[config.mk]
export PLATFORM = sky130hd
export DESIGN_NAME = quoted_argument_tokenizer
export DESIGN_NICKNAME = d
export VERILOG_FILES = /design/src/qat_pkg.sv /design/src/qat_step.sv /design/src/quoted_argument_tokenizer.sv
export SDC_FILE = /design/constraint.sdc
export NUM_CORES = 1
export LEC_CHECK = 0
export ABC_AREA = 1
export BUFFER_PORTS_ARGS = -buffer_cell sky130_fd_sc_hd__buf_4
export CAP_MARGIN = 20
export CELL_PAD_IN_SITES_DETAIL_PLACEMENT = 2
export CELL_PAD_IN_SITES_GLOBAL_PLACEMENT = 2
export CORE_UTILIZATION = 35
export DETAILED_ROUTE_END_ITERATION = 16
export HOLD_SLACK_MARGIN = 0.06
export PLACE_DENSITY_LB_ADDON = 0.25
export SYNTH_ARGS = -nofsm -noshare
export SYNTH_HDL_FRONTEND = slang
export SYNTH_SLANG_ARGS = --single-unit
export TNS_END_PERCENT = 30
[constraint.sdc]
create_clock -name i_clk -period 6.9 [get_ports i_clk]
set_clock_uncertainty 0.15 [all_clocks]
set_input_delay 0.345 -clock i_clk [delete_from_list [all_inputs] [get_ports i_clk]]
set_output_delay 0.345 -clock i_clk [all_outputs]
set_load 0.1 [all_outputs]
[src/qat_pkg.sv]
package qat_pkg;

    typedef enum logic [3:0] {
        M_SKIP = 4'd0,
        M_BARE = 4'd1,
        M_DQ   = 4'd2,
        M_SQ   = 4'd3,
        M_SQD  = 4'd4,
        M_ESC  = 4'd5,
        M_OCT1 = 4'd6,
        M_OCT2 = 4'd7,
        M_HEX1 = 4'd8,
        M_HEX2 = 4'd9
    } t_mode;

    localparam logic [1:0] KIND_DATA  = 2'd0;
    localparam logic [1:0] KIND_END   = 2'd1;
    localparam logic [1:0] KIND_NOARG = 2'd2;

    localparam logic [7:0] CH_NUL   = 8'h00;
    localparam logic [7:0] CH_TAB   = 8'h09;
    localparam logic [7:0] CH_LF    = 8'h0A;
    localparam logic [7:0] CH_CR    = 8'h0D;
    localparam logic [7:0] CH_SPACE = 8'h20;
    localparam logic [7:0] CH_DQ    = 8'h22;
    localparam logic [7:0] CH_SQ    = 8'h27;
    localparam logic [7:0] CH_BSL   = 8'h5C;
    localparam logic [7:0] CH_0     = 8'h30;
    localparam logic [7:0] CH_3     = 8'h33;
    localparam logic [7:0] CH_7     = 8'h37;
    localparam logic [7:0] CH_9     = 8'h39;
    localparam logic [7:0] CH_UA    = 8'h41;
    localparam logic [7:0] CH_UF    = 8'h46;
    localparam logic [7:0] CH_LA    = 8'h61;
    localparam logic [7:0] CH_LF_F  = 8'h66;
    localparam logic [7:0] CH_N     = 8'h6E;
    localparam logic [7:0] CH_R     = 8'h72;
    localparam logic [7:0] CH_T     = 8'h74;
    localparam logic [7:0] CH_X     = 8'h78;

    typedef struct packed {
        t_mode      mode;
        logic [7:0] esc;
        logic       emit;
        logic [1:0] kind;
        logic [7:0] value;
    } t_step;

    function automatic logic is_ws(input logic [7:0] c);
        return (c == CH_SPACE) || (c >= CH_TAB && c <= CH_CR);
    endfunction

endpackage

[src/qat_step.sv]
module qat_step import qat_pkg::*; (
    input  logic [7:0] i_ch,
    input  t_mode      i_mode,
    input  logic [7:0] i_esc,
    output t_step      o_res
);

    t_step      bare;
    logic [3:0] hex_d;
    logic       hex_ok;
    logic       oct_ok;

    // bare-mode handling, shared by skip and bare
    always_comb begin
        bare       = '0;
        bare.mode  = M_BARE;
        bare.esc   = i_esc;
        bare.kind  = KIND_DATA;
        if (is_ws(i_ch)) begin
            bare.mode = M_SKIP;
            bare.emit = 1'b1;
            bare.kind = KIND_END;
        end else if (i_ch == CH_DQ) begin
            bare.mode = M_DQ;
        end else if (i_ch == CH_SQ) begin
            bare.mode = M_SQ;
        end else begin
            bare.emit  = 1'b1;
            bare.value = i_ch;
        end
    end

    always_comb begin
        oct_ok = (i_ch >= CH_0) && (i_ch <= CH_7);
        hex_ok = 1'b1;
        hex_d  = 4'd0;
        if (i_ch >= CH_0 && i_ch <= CH_9) begin
            hex_d = i_ch[3:0];
        end else if ((i_ch >= CH_UA && i_ch <= CH_UF) || (i_ch >= CH_LA && i_ch <= CH_LF_F)) begin
            hex_d = i_ch[3:0] + 4'd9;
        end else begin
            hex_ok = 1'b0;
        end
    end

    always_comb begin
        o_res       = '0;
        o_res.mode  = i_mode;
        o_res.esc   = i_esc;
        o_res.kind  = KIND_DATA;
        if (i_ch == CH_NUL) begin
            o_res.mode = M_SKIP;
            o_res.emit = 1'b1;
            o_res.kind = (i_mode == M_SKIP) ? KIND_NOARG : KIND_END;
        end else begin
            unique case (i_mode)
                M_BARE: begin
                    o_res = bare;
                end
                M_DQ: begin
                    if (i_ch == CH_DQ) begin
                        o_res.mode = M_BARE;
                    end else if (i_ch == CH_SQ) begin
                        o_res.mode = M_SQD;
                    end else if (i_ch == CH_BSL) begin
                        o_res.mode = M_ESC;
                    end else begin
                        o_res.emit  = 1'b1;
                        o_res.value = i_ch;
                    end
                end
                M_SQ, M_SQD: begin
                    if (i_ch == CH_SQ) begin
                        o_res.mode = (i_mode == M_SQ) ? M_BARE : M_DQ;
                    end else begin
                        o_res.emit  = 1'b1;
                        o_res.value = i_ch;
                    end
                end
                M_ESC: begin
                    if (i_ch >= CH_0 && i_ch <= CH_3) begin
                        o_res.esc  = {6'd0, i_ch[1:0]};
                        o_res.mode = M_OCT1;
                    end else if (i_ch == CH_X) begin
                        o_res.esc  = 8'd0;
                        o_res.mode = M_HEX1;
                    end else begin
                        o_res.mode = M_DQ;
                        o_res.emit = 1'b1;
                        priority if (i_ch == CH_N) begin
                            o_res.value = CH_LF;
                        end else if (i_ch == CH_R) begin
                            o_res.value = CH_CR;
                        end else if (i_ch == CH_T) begin
                            o_res.value = CH_TAB;
                        end else begin
                            o_res.value = i_ch;
                        end
                    end
                end
                M_OCT1, M_OCT2: begin
                    if (oct_ok) begin
                        o_res.esc = {i_esc[4:0], i_ch[2:0]};
                    end
                    if (i_mode == M_OCT2) begin
                        o_res.mode  = M_DQ;
                        o_res.emit  = 1'b1;
                        o_res.value = o_res.esc;
                    end else begin
                        o_res.mode = M_OCT2;
                    end
                end
                M_HEX1, M_HEX2: begin
                    if (hex_ok) begin
                        o_res.esc = {i_esc[3:0], hex_d};
                    end
                    if (i_mode == M_HEX2) begin
                        o_res.mode  = M_DQ;
                        o_res.emit  = 1'b1;
                        o_res.value = o_res.esc;
                    end else begin
                        o_res.mode = M_HEX2;
                    end
                end
                default: begin
                    if (is_ws(i_ch)) begin
                        o_res.mode = M_SKIP;
                    end else begin
                        o_res = bare;
                    end
                end
            endcase
        end
    end

endmodule

[src/quoted_argument_tokenizer.sv]
// Between input accept and result valid lie the input register and the result register.
// One character per cycle unless output stalls; mode and escape value update in one pass.
// Characters that produce nothing (quotes, escape prefixes, skipped spaces) give no result.
// Reset (i_rst_n low, synchronous) empties both registers and returns to skip mode.
module quoted_argument_tokenizer import qat_pkg::*; (
    input  logic       i_clk,
    input  logic       i_rst_n,
    input  logic       i_in_valid,
    output logic       o_in_ready,
    input  logic [7:0] i_ch,
    output logic       o_out_valid,
    input  logic       i_out_ready,
    output logic [1:0] o_kind,
    output logic [7:0] o_value
);

    logic       r_in_valid;
    logic [7:0] r_ch;
    t_mode      r_mode;
    logic [7:0] r_esc;
    logic       r_out_valid;
    logic [1:0] r_kind;
    logic [7:0] r_value;
    logic       advance;
    t_step      res;

    qat_step u_step (
        .i_ch   (r_ch),
        .i_mode (r_mode),
        .i_esc  (r_esc),
        .o_res  (res)
    );

    assign advance    = r_in_valid && (!r_out_valid || i_out_ready);
    assign o_in_ready = !r_in_valid || advance;

    always_ff @(posedge i_clk) begin
        if (!i_rst_n) begin
            r_in_valid <= 1'b0;
        end else if (o_in_ready) begin
            r_in_valid <= i_in_valid;
        end
    end

    always_ff @(posedge i_clk) begin
        if (i_in_valid && o_in_ready) begin
            r_ch <= i_ch;
        end
    end

    always_ff @(posedge i_clk) begin
        if (!i_rst_n) begin
            r_mode <= M_SKIP;
            r_esc  <= 8'd0;
        end else if (advance) begin
            r_mode <= res.mode;
            r_esc  <= res.esc;
        end
    end

    always_ff @(posedge i_clk) begin
        if (!i_rst_n) begin
            r_out_valid <= 1'b0;
        end else if (advance) begin
            r_out_valid <= res.emit;
        end else if (i_out_ready) begin
            r_out_valid <= 1'b0;
        end
    end

    always_ff @(posedge i_clk) begin
        if (advance && res.emit) begin
            r_kind  <= res.kind;
            r_value <= res.value;
        end
    end

    assign o_out_valid = r_out_valid;
    assign o_kind      = r_kind;
    assign o_value     = r_value;

endmodule

### After elaboration in Yosys (flattened, before gate mapping)

Cells that the tools add are included.
Widths: inputs -> output; s select.

| operators by class | value |
|---|---|
| add/sub/neg operators | 1 |
| order comparisons | 10 |
| equality and inequality tests | 20 |
| multiplexer cells | 55 |
| bitwise operators | 2 |
| reductions and logical operators | 26 |

Operator list:

| kind | number |
|---|---|
| $mux 8 | 16 |
| $mux 4 | 12 |
| $pmux 8 s6 | 1 |
| $eq 8x7->1 const B | 5 |
| $pmux 8 s4 | 1 |
| $eq 8x6->1 const B | 3 |
| $le 8x6->1 const B | 3 |
| $pmux 4 s6 | 1 |
| $eq 4x3->1 const B | 4 |
| $ge 8x7->1 const B | 2 |
| $le 8x7->1 const B | 2 |
| $mux 1 | 15 |
| $mux 12 | 1 |
| $mux 11 | 1 |
| $logic_and 1x1->1 | 9 |
| $eq 4x2->1 const B | 2 |
| $eq 4x4->1 const B | 2 |
| $ge 8x4->1 const B | 1 |
| $ge 8x6->1 const B | 1 |
| $le 8x4->1 const B | 1 |
| $logic_not 8->1 | 1 |
| $reduce_or 8->1 | 1 |
| $mux 2 | 3 |
| $mux 3 | 2 |
| other kinds (16) | 24 |

| storage, ports and cells | value |
|---|---|
| register bits after elaboration | 32 |
| bits of input ports | 12 |
| output and inout bits | 12 |
| logic and storage cells | 121 |

### Longest topological paths before layout

| depth | value |
|---|---|
| depth after elaboration | 8 |
| gate-level depth with buffers | 15 |
| gate-level depth less buffers | 15 |

### Modules after synthesis

Synthesis repeated with hierarchy kept, for this count alone.

| second synthesis, totals | value |
|---|---|
| cells, all modules | 418 |
| area total of the unflattened synthesis | 2688.8 um2 |

Modules (own cells, without submodules):

| module | instances | cells each | area each (um2) | sequential area each (um2) |
|---|---|---|---|---|
| qat_step | 1 | 306 | 1452.6 | 0.0 |
| quoted_argument_tokenizer | 1 | 112 | 1236.2 | 820.8 |

### Worst setup path before layout

OpenSTA, ideal clock, no wires.

| timing | value |
|---|---|
| kind | reg2reg |
| start point | register r_out_valid, in the netlist o_out_valid |
| end point | register r_ch[0] (enable) |
| setup time | 279 ps |
| data arrival time | 2462 ps |
| data required time | 6471 ps |
| slack | 4009 ps |
| stages on the path, launching flop included | 4 |
| path buffers | 0 |
| clock period less this slack | 2891 ps |
| cells stage by stage | dfxtp_1 -> nand3_1 -> nand2_1 -> inv_1 |

| between the ends | value |
|---|---|
| word-level cells in the longest chain between the ends | 5 |

RTL lines:

| item | RTL line | RTL |
|---|---|---|
| start, declared | quoted_argument_tokenizer.sv:21 | `logic r_out_valid;` |
| start signal, assigned | quoted_argument_tokenizer.sv:65 | `r_out_valid <= res.emit;` |
| $logic_not 1->1 | quoted_argument_tokenizer.sv:34 | `assign advance = r_in_valid && (!r_out_valid \|\| i_out_ready);` |
| $logic_or 1x1->1 | quoted_argument_tokenizer.sv:34 |  |
| $logic_and 1x1->1 | quoted_argument_tokenizer.sv:34 |  |
| $logic_or 1x1->1 | quoted_argument_tokenizer.sv:35 | `assign o_in_ready = !r_in_valid \|\| advance;` |
| via o_in_ready | quoted_argument_tokenizer.sv:9 | `output logic o_in_ready,` |
| $logic_and 1x1->1 | quoted_argument_tokenizer.sv:46 | `if (i_in_valid && o_in_ready) begin` |
| end signal, assigned | quoted_argument_tokenizer.sv:47 | `r_ch <= i_ch;` |
| end, declared | quoted_argument_tokenizer.sv:18 | `logic [7:0] r_ch;` |

The timed path passes the listed nets, and every way through them passes these cells.
A chain may end at the register's enable or synchronous reset.

### Worst setup path after layout

| timing | value |
|---|---|
| start point | register r_ch[1] |
| end point | register r_value[3], in the netlist o_value[3] (enable) |

| between the ends | value |
|---|---|
| word-level cells in the longest chain between the ends | 8 |
| elaborated cells on any way between the ends | 25 |
| classes of those cells | order compare (4); eq/ne (5); mux (11); reduce/logical (5) |

RTL lines:

| item | RTL line | RTL |
|---|---|---|
| $ge 8x4->1, or another cell as far along | qat_pkg.sv:50 | `return (c == CH_SPACE) \|\| (c >= CH_TAB && c <= CH_CR);` |
| $logic_and 1x1->1 / $mux 1 (equally long branches) | qat_pkg.sv:50, qat_step.sv:25, qat_step.sv:73 |  |
| $logic_or 1x1->1 / $mux 1 (equally long branches) | qat_pkg.sv:50, qat_step.sv:23 |  |
| $mux 1 | qat_step.sv:19 | `if (is_ws(i_ch)) begin` |
| $mux 11 | qat_step.sv:126 | `if (is_ws(i_ch)) begin` |
| $pmux 1 s6 | qat_step.sv:56 | `unique case (i_mode)` |
| $mux 3 * | qat_step.sv:51 | `if (i_ch == CH_NUL) begin` |
| $logic_and 1x1->1 * | quoted_argument_tokenizer.sv:72 | `if (advance && res.emit) begin` |
| end signal, assigned | quoted_argument_tokenizer.sv:74 | `r_value <= res.value;` |
| end, declared | quoted_argument_tokenizer.sv:23 | `logic [7:0] r_value;` |

Every way passes the cells marked *; elsewhere a longest branch is shown, timed or not.

==> summary.txt <==
run status = completed
I/O pin count = 24
share of cells above drive strength 1 = 0.188
relative slew slack = 0.642
post-CTS setup repair buffer count = 0
HPWL after DPL = 8410 um
Final TNS setup = 0 ns
Buffers on Ports = 23
CTS H-Tree Depth = 2
synthesized flop and latch total = 32
Pleak = 1.40 nW
critical path peak fanout = 10
Sink Count = 32
antenna cells = 0
most common cell in the synthesized netlist = nand2_1
# DRC = 0
Worst-Skew Late Latency = 0.30 ns
Iter 0 DRT Violations = 124
# setup viols final = 0
placed cell areas = 2920 um2
max-capacitance violation count = 0
Cell Area, Synth = 2650 um2
number of flops mapped to enable cells by yosys = 18
largest net degree at the start of global routing = 15
max-slew violations = 0
Top FF cell, synth = edfxtp_1
First-pass DRT Iterations = 4
final hold violations = 0
FILL cells = 932
Syn-to-layout area delta = 13.3%
WL per Instance = 19.9 um
die area = 7910 um2
Worst VDD drop = 0.0547 mV
CORE AREA = 7290 um2
pwr dens = 158 nW/um2
hold crit path type = in2reg
cts hold-fix bufs = 0
Post-Syn Instances = 403
global-route wire length before repair = 16800 um
Setup crit start kind = register
dpl ws = 4.01 ns
clock tree root buffer cell = clkbuf_8
clk slew on worst S/H paths = 0.07 ns
Avg Cell Area, Syn = 6.56 um2
setup ws final = 3.97 ns
RePlAce Congestion = 0.882
Routed WL = 10500 um
Slew @ Worst Pin = 0.535 ns
CP Capture Type = register
Post-CTS Resized = 0
crit path time final = 2.93 ns
gr usage total = 0.290
fmax = 341 MHz
DIE HEIGHT = 88.9 um
Post-synth ARST share = 0
sequential share of the synthesized area = 0.310
RSZ-0062 raised after global routing = false
gr ovfl total = 0
post-route cell area = 3000 um2
Synth area leaders = edfxtp_1 20%, nand2_1 15%, dfxtp_1 11%, nand3_1 8.9%, nor2_1 6.5%
remaining antenna violation count after routing = 0
Die W = 88.9 um
cts bufs inserted = 5
Hold Worst Slack = 0.0679 ns
leading area contributor after synthesis = edfxtp_1
final net count = 447
vias = 2830
Starting Density = 0.363
FP Rows = 31
clk buf depth = 2
vias in the first global route = 3098
Tcrit/Tclk final = 0.425
count of cell types in the netlist = 32
CP arrival = 2.77 ns
TritonCTS clock tree = done
most frequent cells after synthesis = 109 x nand2_1, 47 x nand3_1, 46 x nor2_1
YS warnings = 0
CP Data Required Time = 6.74 ns
syn nets = 420
Via density = 5.34
R2R setup slack = 3.97 ns
Yosys top cell area share = 0.204
Worst Setup Path Type = reg2reg
initial antenna violation count = 0
## state kept, by name (all words and copies together), names as in the netlist
name,count
r_esc,8
o_value,8
o_out_valid,1
r_ch,8
o_kind,2
r_in_valid,1
r_mode,4
## layer usage
metal  GRT usage  up-vias  part of all wire
met5           0        -                 0
met4      0.0736        0             0.018
met3      0.0443       14             0.030
met2       0.501       54              0.49
met1       0.379     1392              0.46
li1            -     1370                 -
## layout by cell type, fill, tap and decap left out, types with 2 or more instances in the layout
cell type	instances
nand2_1	109
nand3_1	47
nor2_1	46
inv_1	43
a21oi_1	24
buf_4	23
edfxtp_1	18
nand2_2	15
o21ai_0	15
dfxtp_1	14
inv_2	10
nor3_1	10
o21ai_1	8
nor2_4	6
nor2_2	5
o21ai_2	5
ha_1	5
clkbuf_8	5
nand2_4	4
nand3_2	2
nand4_1	2
o211ai_1	2
clkbuf_1	2
## worst max-delay path: stages (launching register included)
cell and delay [ns]:
edfxtp_1 0.54, inv_1 0.28, ha_1 0.40, nand3_1 0.13
nor3_1 0.33, nand2_2 0.15, nand3_4 0.15, nand2_1 0.07
o21ai_1 0.19, inv_1 0.24
## cells by family (layout without fill, tap and decap cells)
group,after synthesis,after routing,synth area share
DFF,32,32,0.310
buffers and inverters,56,84,0.0851
adders and majority gates,5,5,0.0237
AOI/OAI and AO/OA,59,59,0.126
and+or+nand+nor,251,251,0.455
## per-stage QoR
stage	util	instances	power (mW)
after CTS	0.411	530	0.473
after detailed placement	0.400	522	0.329
after global placement	0.400	522	0.324
final	0.411	530	0.474
after global routing	0.411	530	0.491
after floorplan	-	403	0.296
## path summary, 6_finish.rpt
path,startpoint,end,cells past startpoint
setup / recovery,r_ch[1],o_value[3],9
hold reg to reg,r_esc[6],r_esc[6],2
hold / removal,i_ch[0],r_ch[0],1
setup reg to reg,r_ch[1],o_value[3],9
## where the power goes
group | switching (mW) | internal (mW)
sequential | 0.00896 | 0.210
clock | 0.0762 | 0.0708
combinational | 0.0814 | 0.0265
total | 0.167 | 0.308
## cell type report
class                           count  area [um2]  share of cell area
Clock buffer                        7        76.3              0.0255
Clock inverter                      1        5.00             0.00167
Inverter                           53         199              0.0664
Multi-Input combinational cell    315        1600               0.534
Sequential cell                    32         821               0.274
Tap cell                           99         124              0.0413
Timing Repair Buffer               23         173              0.0576
Note: power is estimated with default switching activity, not from simulation.
